--- src/statistical_outlier_threshold_top_macros.svh ---
// assertion macros for the statistical outlier threshold block
`ifndef STATISTICAL_OUTLIER_THRESHOLD_TOP_MACROS_SVH
`define STATISTICAL_OUTLIER_THRESHOLD_TOP_MACROS_SVH

// same-cycle implication
`define SOT_ASSERT_SAME(label, clk, rst, ante, cons, msg) \
   label: assert property (@(posedge clk) disable iff (rst) (ante) |-> (cons)) \
      else $error(msg);

// next-cycle implication
`define SOT_ASSERT_NEXT(label, clk, rst, ante, cons, msg) \
   label: assert property (@(posedge clk) disable iff (rst) (ante) |=> (cons)) \
      else $error(msg);

`endif

--- src/sot_pkg.sv ---
// types, constants and codes shared by the statistical outlier threshold block
package sot_pkg;

   localparam int DIST_W         = 24;
   localparam int IDX_W          = 16;
   localparam int MULT_W         = 16;
   localparam int THR_W          = 42;
   localparam int CSR_DATA_W     = 32;
   localparam int CSR_ADDR_W     = 3;
   localparam int CSR_IDX_W      = CSR_ADDR_W - 2;
   localparam int VAR_W          = 64;
   localparam int SQ_CAP_W       = 64;
   localparam int ROOT_STEPS     = 32;
   localparam int TERM_SHIFT     = 8;
   localparam int MAX_POINTS_DEF = 65536;
   localparam int VALUE_BITS_DEF = 24;

   localparam logic [MULT_W-1:0]    MULT_RESET   = 16'd256;
   localparam logic                 KIND_LOAD    = 1'b0;
   localparam logic                 KIND_TEST    = 1'b1;
   localparam logic                 STATUS_OK    = 1'b0;
   localparam logic                 STATUS_FEW   = 1'b1;
   localparam logic [CSR_IDX_W-1:0] CSR_IDX_MULT = 1'b0;

   typedef struct packed {
      logic              kind;
      logic [DIST_W-1:0] mean_distance;
      logic [IDX_W-1:0]  point_index;
   } req_type;

   typedef struct packed {
      logic [IDX_W-1:0] result_index;
      logic             keep;
      logic             status;
   } rsp_type;

   typedef enum logic [3:0] {
      ST_IDLE,
      ST_LOAD,
      ST_TEST,
      ST_MDIV,
      ST_AMUL,
      ST_BMUL,
      ST_DIFF,
      ST_VDIV,
      ST_ROOT,
      ST_KMUL,
      ST_RND,
      ST_THR,
      ST_RESP
   } state_type;

endpackage

--- src/statistical_outlier_threshold_top.sv ---
// load item: ST_LOAD, then back to idle; test with frozen threshold or few samples: ST_TEST, then ST_RESP
// first test item of a set: mean divide, two multiplies, difference, variance divide, root, k multiply, rounding
// the threshold is formed bit-serially on one shared add/subtract unit under the sequencer
// next item taken the cycle after a result enters the output register
// synchronous reset clears counts, sums, threshold, sequencer and output valid
// multiplier register resets to 1.0 (256 in Q8.8)
`include "statistical_outlier_threshold_top_macros.svh"

module statistical_outlier_threshold_top #(
   parameter int MAX_POINTS = sot_pkg::MAX_POINTS_DEF,
   parameter int VALUE_BITS = sot_pkg::VALUE_BITS_DEF
) (
   input  logic                              clock,
   input  logic                              reset,
   input  logic                              req_valid,
   output logic                              req_ready,
   input  sot_pkg::req_type                  req_item,
   output logic                              rsp_valid,
   input  logic                              rsp_ready,
   output sot_pkg::rsp_type                  rsp_item,
   input  logic                              psel,
   input  logic                              penable,
   input  logic                              pwrite,
   input  logic [sot_pkg::CSR_ADDR_W-1:0]    paddr,
   input  logic [sot_pkg::CSR_DATA_W-1:0]    pwdata,
   output logic [sot_pkg::CSR_DATA_W-1:0]    prdata,
   output logic                              pready
);

   localparam int VB     = (VALUE_BITS < sot_pkg::DIST_W) ? VALUE_BITS : sot_pkg::DIST_W;
   localparam int LOG_N  = $clog2(MAX_POINTS);
   localparam int CNT_W  = $clog2(MAX_POINTS + 1);
   localparam int SUM_W  = VB + LOG_N;
   localparam int SQ_RAW = 2 * VB + LOG_N;
   localparam int SQ_W   = (SQ_RAW < sot_pkg::SQ_CAP_W) ? SQ_RAW : sot_pkg::SQ_CAP_W;
   localparam int A_W    = CNT_W + SQ_W;
   localparam int B_W    = 2 * SUM_W;
   localparam int AB_W   = (A_W > B_W) ? A_W : B_W;
   localparam int W      = (AB_W > sot_pkg::VAR_W) ? AB_W : sot_pkg::VAR_W + 1;
   localparam int DV_W   = 2 * CNT_W;
   localparam int KM_W   = sot_pkg::MULT_W + 1;
   localparam int STEP_W = $clog2(W);
   localparam logic [W-1:0] ROOT_BIT = W'(1) << (sot_pkg::VAR_W - 2);
   localparam logic [W:0]   RND_ADD  = (W + 1)'((1 << sot_pkg::TERM_SHIFT) - 1);

   // control and statistics
   sot_pkg::state_type                state_ff, state_in;
   logic [CNT_W-1:0]                  cnt_ff, cnt_in;
   logic [SUM_W-1:0]                  sum_ff, sum_in;
   logic [SQ_W-1:0]                   sq_ff, sq_in;
   logic signed [sot_pkg::THR_W-1:0]  thr_ff, thr_in;
   logic                              ready_ff, ready_in;
   logic [sot_pkg::MULT_W-1:0]        mult_ff, mult_in;
   logic                              rsp_valid_ff, rsp_valid_in;
   sot_pkg::rsp_type                  rsp_ff, rsp_in;

   // item and work registers
   logic [VB-1:0]                     val_ff, val_in;
   logic [2*VB-1:0]                   sqv_ff, sqv_in;
   logic [sot_pkg::IDX_W-1:0]         idx_ff, idx_in;
   logic                              few_ff, few_in;
   logic [W-1:0]                      a_ff, a_in;
   logic [W-1:0]                      q_ff, q_in;
   logic [W-1:0]                      d_ff, d_in;
   logic [W-1:0]                      b_ff, b_in;
   logic [VB-1:0]                     mean_ff, mean_in;
   logic                              neg_ff, neg_in;
   logic [STEP_W-1:0]                 step_ff, step_in;

   // shared unit
   logic [W:0]                        alu_a, alu_b, alu_res;
   logic                              alu_sub;
   logic                              alu_borrow;
   logic [W-1:0]                      div_shift, div_rem, div_q;
   logic [W-1:0]                      mul_acc, mul_q;
   logic [W-1:0]                      root_x, root_res;

   logic [VB-1:0]                     req_val;
   logic [CNT_W-1:0]                  cnt_base;
   logic [SUM_W-1:0]                  sum_base;
   logic [SQ_W-1:0]                   sq_base;
   logic [DV_W-1:0]                   dv;
   logic [KM_W-1:0]                   mult_ext, mult_abs;
   logic                              csr_write;

   assign req_val   = req_item.mean_distance[VB-1:0];
   assign cnt_base  = ready_ff ? '0 : cnt_ff;
   assign sum_base  = ready_ff ? '0 : sum_ff;
   assign sq_base   = ready_ff ? '0 : sq_ff;
   assign dv        = DV_W'(cnt_ff) * DV_W'(cnt_ff - CNT_W'(1));
   assign mult_ext  = {mult_ff[sot_pkg::MULT_W-1], mult_ff};
   assign mult_abs  = mult_ff[sot_pkg::MULT_W-1] ? (~mult_ext + KM_W'(1)) : mult_ext;

   assign div_shift = {a_ff[W-2:0], q_ff[W-1]};
   assign alu_res   = alu_sub ? (alu_a - alu_b) : (alu_a + alu_b);
   assign alu_borrow = alu_res[W];
   assign div_rem   = alu_borrow ? div_shift : alu_res[W-1:0];
   assign div_q     = {q_ff[W-2:0], ~alu_borrow};
   assign mul_acc   = alu_res[W-1:0];
   assign mul_q     = {q_ff[W-2:0], 1'b0};
   assign root_x    = alu_borrow ? a_ff : alu_res[W-1:0];
   assign root_res  = alu_borrow ? (q_ff >> 1) : ((q_ff >> 1) | d_ff);

   assign pready    = 1'b1;
   assign csr_write = psel && penable && pwrite && pready;
   assign req_ready = (state_ff == sot_pkg::ST_IDLE);
   assign rsp_valid = rsp_valid_ff;
   assign rsp_item  = rsp_ff;

   always_comb begin
      mult_in = mult_ff;
      if (csr_write && (paddr[sot_pkg::CSR_ADDR_W-1:2] == sot_pkg::CSR_IDX_MULT)) begin
         mult_in = pwdata[sot_pkg::MULT_W-1:0];
      end
   end

   always_comb begin
      unique case (paddr[sot_pkg::CSR_ADDR_W-1:2])
         sot_pkg::CSR_IDX_MULT: prdata = sot_pkg::CSR_DATA_W'(mult_ff);
         default:               prdata = '0;
      endcase
   end

   // operand select for the shared add/subtract unit
   always_comb begin
      alu_a   = '0;
      alu_b   = '0;
      alu_sub = 1'b0;
      unique case (state_ff) inside
         sot_pkg::ST_MDIV, sot_pkg::ST_VDIV: begin
            alu_a   = {1'b0, div_shift};
            alu_b   = {1'b0, d_ff};
            alu_sub = 1'b1;
         end
         sot_pkg::ST_AMUL, sot_pkg::ST_BMUL, sot_pkg::ST_KMUL: begin
            alu_a = {1'b0, a_ff[W-2:0], 1'b0};
            alu_b = q_ff[W-1] ? {1'b0, d_ff} : '0;
         end
         sot_pkg::ST_DIFF: begin
            alu_a   = {1'b0, b_ff};
            alu_b   = {1'b0, a_ff};
            alu_sub = 1'b1;
         end
         sot_pkg::ST_ROOT: begin
            alu_a   = {1'b0, a_ff};
            alu_b   = {1'b0, q_ff | d_ff};
            alu_sub = 1'b1;
         end
         sot_pkg::ST_RND: begin
            alu_a = {1'b0, a_ff};
            alu_b = neg_ff ? RND_ADD : '0;
         end
         sot_pkg::ST_THR: begin
            alu_a   = (W + 1)'(mean_ff);
            alu_b   = (W + 1)'(a_ff >> sot_pkg::TERM_SHIFT);
            alu_sub = neg_ff;
         end
         default: begin
            alu_a   = '0;
            alu_b   = '0;
            alu_sub = 1'b0;
         end
      endcase
   end

   // sequencer
   always_comb begin
      state_in     = state_ff;
      cnt_in       = cnt_ff;
      sum_in       = sum_ff;
      sq_in        = sq_ff;
      thr_in       = thr_ff;
      ready_in     = ready_ff;
      rsp_valid_in = rsp_valid_ff && !rsp_ready;
      rsp_in       = rsp_ff;
      val_in       = val_ff;
      sqv_in       = sqv_ff;
      idx_in       = idx_ff;
      few_in       = few_ff;
      a_in         = a_ff;
      q_in         = q_ff;
      d_in         = d_ff;
      b_in         = b_ff;
      mean_in      = mean_ff;
      neg_in       = neg_ff;
      step_in      = step_ff;
      unique case (state_ff)
         sot_pkg::ST_IDLE: begin
            if (req_valid) begin
               val_in   = req_val;
               idx_in   = req_item.point_index;
               sqv_in   = (2 * VB)'(req_val) * (2 * VB)'(req_val);
               state_in = (req_item.kind == sot_pkg::KIND_TEST) ? sot_pkg::ST_TEST
                                                                : sot_pkg::ST_LOAD;
            end
         end
         sot_pkg::ST_LOAD: begin
            if (cnt_base < CNT_W'(MAX_POINTS)) begin
               cnt_in = cnt_base + CNT_W'(1);
               sum_in = sum_base + SUM_W'(val_ff);
               sq_in  = sq_base + SQ_W'(sqv_ff);
            end else begin
               cnt_in = cnt_base;
               sum_in = sum_base;
               sq_in  = sq_base;
            end
            if (ready_ff) begin
               thr_in = '0;
            end
            ready_in = 1'b0;
            state_in = sot_pkg::ST_IDLE;
         end
         sot_pkg::ST_TEST: begin
            if (cnt_ff < CNT_W'(2)) begin
               few_in   = 1'b1;
               ready_in = 1'b1;
               state_in = sot_pkg::ST_RESP;
            end else if (ready_ff) begin
               few_in   = 1'b0;
               state_in = sot_pkg::ST_RESP;
            end else begin
               few_in   = 1'b0;
               a_in     = '0;
               q_in     = W'(sum_ff) << (W - SUM_W);
               d_in     = W'(cnt_ff);
               step_in  = '0;
               state_in = sot_pkg::ST_MDIV;
            end
         end
         sot_pkg::ST_MDIV: begin
            a_in    = div_rem;
            q_in    = div_q;
            step_in = step_ff + STEP_W'(1);
            if (step_ff == STEP_W'(SUM_W - 1)) begin
               mean_in  = div_q[VB-1:0];
               a_in     = '0;
               q_in     = W'(cnt_ff) << (W - CNT_W);
               d_in     = W'(sq_ff);
               step_in  = '0;
               state_in = sot_pkg::ST_AMUL;
            end
         end
         sot_pkg::ST_AMUL: begin
            a_in    = mul_acc;
            q_in    = mul_q;
            step_in = step_ff + STEP_W'(1);
            if (step_ff == STEP_W'(CNT_W - 1)) begin
               b_in     = mul_acc;
               a_in     = '0;
               q_in     = W'(sum_ff) << (W - SUM_W);
               d_in     = W'(sum_ff);
               step_in  = '0;
               state_in = sot_pkg::ST_BMUL;
            end
         end
         sot_pkg::ST_BMUL: begin
            a_in    = mul_acc;
            q_in    = mul_q;
            step_in = step_ff + STEP_W'(1);
            if (step_ff == STEP_W'(SUM_W - 1)) begin
               step_in  = '0;
               state_in = sot_pkg::ST_DIFF;
            end
         end
         sot_pkg::ST_DIFF: begin
            a_in    = '0;
            step_in = '0;
            if (alu_borrow) begin
               q_in     = '0;
               d_in     = ROOT_BIT;
               state_in = sot_pkg::ST_ROOT;
            end else begin
               q_in     = alu_res[W-1:0];
               d_in     = W'(dv);
               state_in = sot_pkg::ST_VDIV;
            end
         end
         sot_pkg::ST_VDIV: begin
            a_in    = div_rem;
            q_in    = div_q;
            step_in = step_ff + STEP_W'(1);
            if (step_ff == STEP_W'(W - 1)) begin
               // quotient saturates to 64 bits
               a_in     = (|div_q[W-1:sot_pkg::VAR_W]) ? W'({sot_pkg::VAR_W{1'b1}})
                                                       : W'(div_q[sot_pkg::VAR_W-1:0]);
               q_in     = '0;
               d_in     = ROOT_BIT;
               step_in  = '0;
               state_in = sot_pkg::ST_ROOT;
            end
         end
         sot_pkg::ST_ROOT: begin
            a_in    = root_x;
            q_in    = root_res;
            d_in    = d_ff >> 2;
            step_in = step_ff + STEP_W'(1);
            if (step_ff == STEP_W'(sot_pkg::ROOT_STEPS - 1)) begin
               neg_in   = mult_ff[sot_pkg::MULT_W-1];
               a_in     = '0;
               q_in     = W'(mult_abs) << (W - KM_W);
               d_in     = W'(root_res[sot_pkg::ROOT_STEPS-1:0]);
               step_in  = '0;
               state_in = sot_pkg::ST_KMUL;
            end
         end
         sot_pkg::ST_KMUL: begin
            a_in    = mul_acc;
            q_in    = mul_q;
            step_in = step_ff + STEP_W'(1);
            if (step_ff == STEP_W'(KM_W - 1)) begin
               step_in  = '0;
               state_in = sot_pkg::ST_RND;
            end
         end
         sot_pkg::ST_RND: begin
            a_in     = alu_res[W-1:0];
            state_in = sot_pkg::ST_THR;
         end
         sot_pkg::ST_THR: begin
            thr_in   = alu_res[sot_pkg::THR_W-1:0];
            ready_in = 1'b1;
            state_in = sot_pkg::ST_RESP;
         end
         sot_pkg::ST_RESP: begin
            if (!rsp_valid_ff || rsp_ready) begin
               rsp_valid_in        = 1'b1;
               rsp_in.result_index = idx_ff;
               rsp_in.keep         = !few_ff &&
                  ($signed({{(sot_pkg::THR_W - VB){1'b0}}, val_ff}) <= thr_ff);
               rsp_in.status       = few_ff ? sot_pkg::STATUS_FEW : sot_pkg::STATUS_OK;
               state_in            = sot_pkg::ST_IDLE;
            end
         end
         default: begin
            state_in = sot_pkg::ST_IDLE;
         end
      endcase
   end

   always_ff @(posedge clock) begin
      if (reset) begin
         state_ff     <= sot_pkg::ST_IDLE;
         cnt_ff       <= '0;
         sum_ff       <= '0;
         sq_ff        <= '0;
         thr_ff       <= '0;
         ready_ff     <= 1'b0;
         mult_ff      <= sot_pkg::MULT_RESET;
         rsp_valid_ff <= 1'b0;
      end else begin
         state_ff     <= state_in;
         cnt_ff       <= cnt_in;
         sum_ff       <= sum_in;
         sq_ff        <= sq_in;
         thr_ff       <= thr_in;
         ready_ff     <= ready_in;
         mult_ff      <= mult_in;
         rsp_valid_ff <= rsp_valid_in;
      end
   end

   always_ff @(posedge clock) begin
      rsp_ff  <= rsp_in;
      val_ff  <= val_in;
      sqv_ff  <= sqv_in;
      idx_ff  <= idx_in;
      few_ff  <= few_in;
      a_ff    <= a_in;
      q_ff    <= q_in;
      d_ff    <= d_in;
      b_ff    <= b_in;
      mean_ff <= mean_in;
      neg_ff  <= neg_in;
      step_ff <= step_in;
   end

   `SOT_ASSERT_NEXT(a_load_no_result, clock, reset, state_ff == sot_pkg::ST_LOAD, !$rose(rsp_valid_ff), "load item raised a result")
   `SOT_ASSERT_SAME(a_resp_frozen, clock, reset, state_ff == sot_pkg::ST_RESP, ready_ff, "result without frozen threshold")
   `SOT_ASSERT_SAME(a_count_bound, clock, reset, 1'b1, cnt_ff <= CNT_W'(MAX_POINTS), "sample count above limit")
   `SOT_ASSERT_SAME(a_divisor_nonzero, clock, reset, state_ff == sot_pkg::ST_MDIV || state_ff == sot_pkg::ST_VDIV, d_ff != '0, "division by zero")

endmodule

--- config.mk ---
export PLATFORM = sky130hd
export DESIGN_NAME = statistical_outlier_threshold_top
export DESIGN_NICKNAME = d
export VERILOG_FILES = /design/src/sot_pkg.sv /design/src/statistical_outlier_threshold_top.sv
export VERILOG_INCLUDE_DIRS = /design/src /design/src/src
export SDC_FILE = /design/constraint.sdc
export NUM_CORES = 2
export LEC_CHECK = 0
export ABC_AREA = 1
export BUFFER_PORTS_ARGS = -buffer_cell sky130_fd_sc_hd__buf_2
export CAP_MARGIN = 10
export CORE_MARGIN = 2
export CORE_UTILIZATION = 35
export DETAILED_ROUTE_END_ITERATION = 8
export SKIP_LAST_GASP = 1
export SLEW_MARGIN = 15
export SYNTH_ARGS = -nofsm -noshare
export SYNTH_HDL_FRONTEND = slang
export SYNTH_SLANG_ARGS = --single-unit
--- constraint.sdc ---
create_clock -name clock -period 8.6 [get_ports clock]
set_input_delay 2.15 -clock clock [delete_from_list [all_inputs] [get_ports clock]]
set_output_delay 2.15 -clock clock [all_outputs]
set_load 0.01 [all_outputs]
**Yosys cells after proc, flatten, opt, wreduce, memory -nomap -nowiden**

Index checks and enable logic that the tools add are counted.

- Flip-flop bits (word level): 648
- Input bits: 83
- Word-level logic and storage cells: 175

- Add/subtract/negate cells: 8
- $mul: 2
- Magnitude comparators: 3
- Eq/ne operators: 29
- Muxes and demuxes: 69
- Bitwise gates (word level): 5
- Reductions and logical operators: 37

Operators by type and width:

| cell | count |
|---|---|
| $mux 81 | 22 |
| $pmux 81 s7 | 2 |
| $pmux 81 s6 | 2 |
| $pmux 81 s5 | 1 |
| $mux 64 | 3 |
| $pmux 42 s2 | 1 |
| $add 82x82->82 | 1 |
| $mux 82 | 1 |
| $sub 82x82->82 | 1 |
| $or 80x81->81 | 1 |
| $or 81x81->81 | 1 |
| $mux 40 | 2 |
| $mux 79 | 1 |
| $add 64x48->64 | 1 |
| $mux 63 | 1 |
| $mux 17 | 3 |
| $mul 24x24->48 | 1 |
| $pmux 4 s12 | 1 |
| $mux 4 | 11 |
| $le 25x42->1 | 1 |
| $mux 42 | 1 |
| $mux 7 | 6 |
| $pmux 7 s6 | 1 |
| $add 40x24->40 | 1 |
| other kinds (41) | 86 |

**Longest topological paths before layout**

- Word-level depth: 9
- Gate-level depth with buffers: 44
- Mapped depth without buffers: 42

**Least setup slack after synthesis**

OpenSTA, ideal clock, no wires.

- Kind: reg2reg
- Start point: register step_ff[0]
- End point: register d_ff[0], enable pin
- Setup time: 0.644 ns
- Arrival time: 7.664 ns
- Required time: 7.956 ns
- Setup slack: 0.291 ns
- Stages on the path, launching flop included: 9
- Path buffers: 0
- Clock period less this slack: 8.309 ns
- Path through: edfxtp_1 > inv_1 > ha_1 > nand3_1 > nor2_1 > nand3_1 > nand2_1 > nand2_1 > nor4_1

- Cells in the longest elaborated chain, start to end: 3
- Elaborated cells on any way between the ends: 7
- Those cells by class: eq/ne (6); reduce/logical (1)

Ends and longest elaborated chain:

| what | RTL line | text |
|---|---|---|
| start: declaration | statistical_outlier_threshold_top.sv:68 | `logic [STEP_W-1:0] step_ff, step_in;` |
| start signal: assignment | statistical_outlier_threshold_top.sv:374 | `step_ff <= step_in;` |
| $eq 7x5->1 (tied with other cells) | statistical_outlier_threshold_top.sv:247 | `if (step_ff == STEP_W'(CNT_W - 1)) begin` |
| $ne 2x1->1 (no line) | -- |  |
| $reduce_and 6->1 (no line) * | -- |  |
| end signal: assignment | statistical_outlier_threshold_top.sv:370 | `d_ff <= d_in;` |
| end: declaration | statistical_outlier_threshold_top.sv:64 | `logic [W-1:0] d_ff, d_in;` |

Every way passes the cells marked *; elsewhere a longest branch is shown, timed or not.
A chain may end at the register's enable or synchronous reset.

**Final worst setup path**

- Start point: register cnt_ff[0]
- End point: register d_ff[28] (data pin)

- Cells in the longest elaborated chain, start to end: 4

Ends and longest elaborated chain:

| what | RTL line | text |
|---|---|---|
| start: declaration | statistical_outlier_threshold_top.sv:48 | `logic [CNT_W-1:0] cnt_ff, cnt_in;` |
| start signal: assignment | statistical_outlier_threshold_top.sv:352 | `cnt_ff <= cnt_in;` |
| $sub 17x1->18 | statistical_outlier_threshold_top.sv:90 | `assign dv = DV_W'(cnt_ff) * DV_W'(cnt_ff - CNT_W'(1));` |
| $mul 18x18->34 * | statistical_outlier_threshold_top.sv:90 |  |
| $mux 63 * | statistical_outlier_threshold_top.sv:268 | `if (alu_borrow) begin` |
| $pmux 81 s6 * | statistical_outlier_threshold_top.sv:187 | `unique case (state_ff)` |
| via d_in[28] | statistical_outlier_threshold_top.sv:64 |  |

Mark *: on every way through the listed nets, which the timed path passes. The rest lies on a longest branch.

==> results.json <==
{
  "status": "finished, violations left",
  "violations": "design-rule violations",
  "crit_fanout": 8,
  "drv_slew": 0,
  "wl_met2_microns": 138000,
  "fin_setup_tns_ns": 0,
  "overflow": 0,
  "clock_latency_ns": 0.71,
  "tightest_slew_ns": 1.16,
  "dr_wl_met3_microns": 24400,
  "timing.rr.start": "cnt_ff[0]$_SDFFE_PP0P_",
  "n_fill_cell": 22700,
  "min_path_cells": 0,
  "syn_inst": 10400,
  "crit_path_max_incr_delay_ns": 0.59,
  "synth_edf_count": 444,
  "cp_common_cell": "fa_1",
  "maxCapViolCount": 0,
  "path_class": "reg -> reg",
  "dp_hpwl_microns": 250000,
  "yosysMostFrequentCell": "inv_1",
  "synth_area_leaders": "edfxtp_1 (18%), fa_1 (18%), inv_1 (11%), nand2_1 (11%), ha_1 (8.3%)",
  "timing.fmax_mhz": 121,
  "grt_use_total_pct": 27.7,
  "cts_setup_buffers": 0,
  "ys_seq_area_share_pct": 22.7,
  "required_ns": 9.05,
  "cp.arrival_ns": 8.69,
  "cts_tree": "done",
  "synth_seq_cells": 629,
  "routed.top_layer": "met5",
  "cp-startpoint": "cnt_ff[0]$_SDFFE_PP0P_",
  "ys_warn_count": 0,
  "synthTopCellsByCount": "inv_1 (2,217), nand2_1 (2,105), nor2_1 (1,088), fa_1 (664), a21oi_1 (613)",
  "start_util_pct": 35.1,
  "cts.sinks": 629,
  "fin_cells": 13500,
  "clk_pin_slew_ns": 0.07,
  "fp.dieH_microns": 467,
  "cts-root-buf": "clkbuf_16",
  "grt_pass1_wl_microns": 453000,
  "rsz0062_at_grt": "true",
  "dr_total_vias": 71700,
  "design.die.area_sq_um": 218000,
  "areaGrowthSynthToFinish_pct": 11.7,
  "finalHoldViolCount": 0,
  "cts_buffer_depth": 3,
  "io_buffers": 100,
  "drc_errors": 4,
  "post-route-period-util_pct": 95.8,
  "grt_pass1_vias": 70700,
  "drt-met1-wl_microns": 125000,
  "synthFlopType": "edfxtp_1",
  "synthArstFlopShare_pct": 0,
  "gp_congestion": 1.01,
  "dr.pass1.iters": 9,
  "period_minus_slack_ns": 8.24,
  "ant_nets": 0,
  "start_kind": "flip-flop",
  "viasPerCell": 5.32,
  "synth_area_leader_cell": "edfxtp_1",
  "syn-cell-area_sq_um": 75200,
  "r2r_cells": 32,
  "core_area_sq_um": 214000,
  "drt-initial-drc-count": 8264,
  "hold_start": "idx_ff[4]$_DFFE_PP_",
  "htree_levels": 3,
  "finalSetupViolations": 0,
  "synth_top_area_share_pct": 17.7,
  "cp-end-kind": "flip-flop",
  "num_io_pins": 136,
  "syn_area_per_cell_sq_um": 7.25,
  "routedWlPerCell_microns": 22.7,
  "hp-class": "reg -> reg",
  "row_count": 170,
  "die_w_microns": 467,
  "final_util_pct": 39.2,
  "slew_headroom_pct": 22.5,
  "routed_wirelength_microns": 307000,
  "drive_gt1_share_pct": 7.07,
  "grt_antenna_before_repair": 6,
  "skew_ns": 0.0569,
  "grt_start_max_net_pins": 121,
  "cpMaxStageDelayCell": "fa_1",
  "synth_cell_type_count": 68,
  "cts_buffers": 74,
  "dp.cells": 13400,
  "nets": 11800
}
## logic make-up (layout without fill, tap and decap cells)
group	Yosys count	count (layout)	synth area share, %
and+or+nand+nor	3848	3848	20.8
adders and majority gates	1165	1165	26.0
muxes	1	1	0.0150
other	2	19	0.00999
xor gates and xnor gates	240	240	2.80
DFF	629	629	22.7
buffers and inverters	2628	2906	13.4
AOI/OAI and AO/OA	1849	1849	14.3
## layout make-up
type                            instances  area, sq um  area share [%]
Timing Repair Buffer                  535         4210            5.01
Antenna cell                            2         5.00         0.00596
Multi-Input combinational cell       7120        48200            57.4
Sequential cell                       629        17000            20.3
Tap cell                             2838         3550            4.23
Clock buffer                           98         2080            2.47
Clock inverter                         39          492           0.586
Inverter                             2234         8390            9.99
## critical path, delay by kind of cell, from the launching register on
kind	cells	cell delay [ns]
buf+inv	8	0.71
simple gates	13	2.39
fa+ha+maj	9	4.30
flops	1	0.32
compound gates	2	0.31
## registers in the layout, summed over array words and instances (netlist names), 17 cells and up
| signal | flops |
|---|---|
| rsp_item | 18 |
| b_ff | 81 |
| sq_ff | 64 |
| a_ff | 81 |
| sum_ff | 40 |
| mean_ff | 24 |
| val_ff | 24 |
| d_ff | 64 |
| cnt_ff | 17 |
| sqv_ff | 46 |
| thr_ff | 42 |
| q_ff | 81 |
## through the flow
stage	cell area (sq um)	hold slack (ns)	worst slack [ns]
3_3_place_gp	81400	0.400	-0.0338
6_report	84000	0.417	0.358
2_1_floorplan	75200	0.400	0.291
5_1_grt	84000	0.426	-0.0103
4_1_cts	84000	0.418	0.405
3_5_place_dp	81400	0.405	-0.0909
## path summary, 6_finish.rpt
check,end,slack (ns)
worst max-delay path,d_ff[28]$_DFFE_PP_,0.36
worst min-delay path,rsp_item[6]$_DFFE_PP_,0.42
worst min register to register,rsp_item[6]$_DFFE_PP_,0.42
worst max register to register,d_ff[28]$_DFFE_PP_,0.36
## placed cells by master (no fill, tap or decap), drive strengths merged, types with 20 or more instances in the layout
master     n
o221ai    56
nand3b    24
nand3    351
a21o      36
edfxtp   444
xnor2     58
a21oi    614
nor3     103
a31oi     44
o22ai     54
clkinv    35
nor4      40
o21bai    41
inv     2227
dfxtp    185
o21a      23
xor2     182
fa       664
nand4     62
buf      535
o211ai    75
nand2   2112
a221oi    33
o31ai     20
ha       501
clkbuf    98
a22oi    102
or2       39
a21boi    23
o21ai    678
nor2    1094
## timing repair
action | CTS | global route
hold buffers | 0 | 0
resized for setup | 0 | 2
endpoints found under the setup margin | 0 | 2
## per-layer routing
metal,track usage [%],vias to the layer above
li1,-,33200
met4,14.5,6
met1,36.7,34600
met5,0,-
met2,44.3,3336
met3,3.23,554
Power is not shown: default switching activity piles up to over one toggle a cycle in this logic, so the estimate is an artifact.
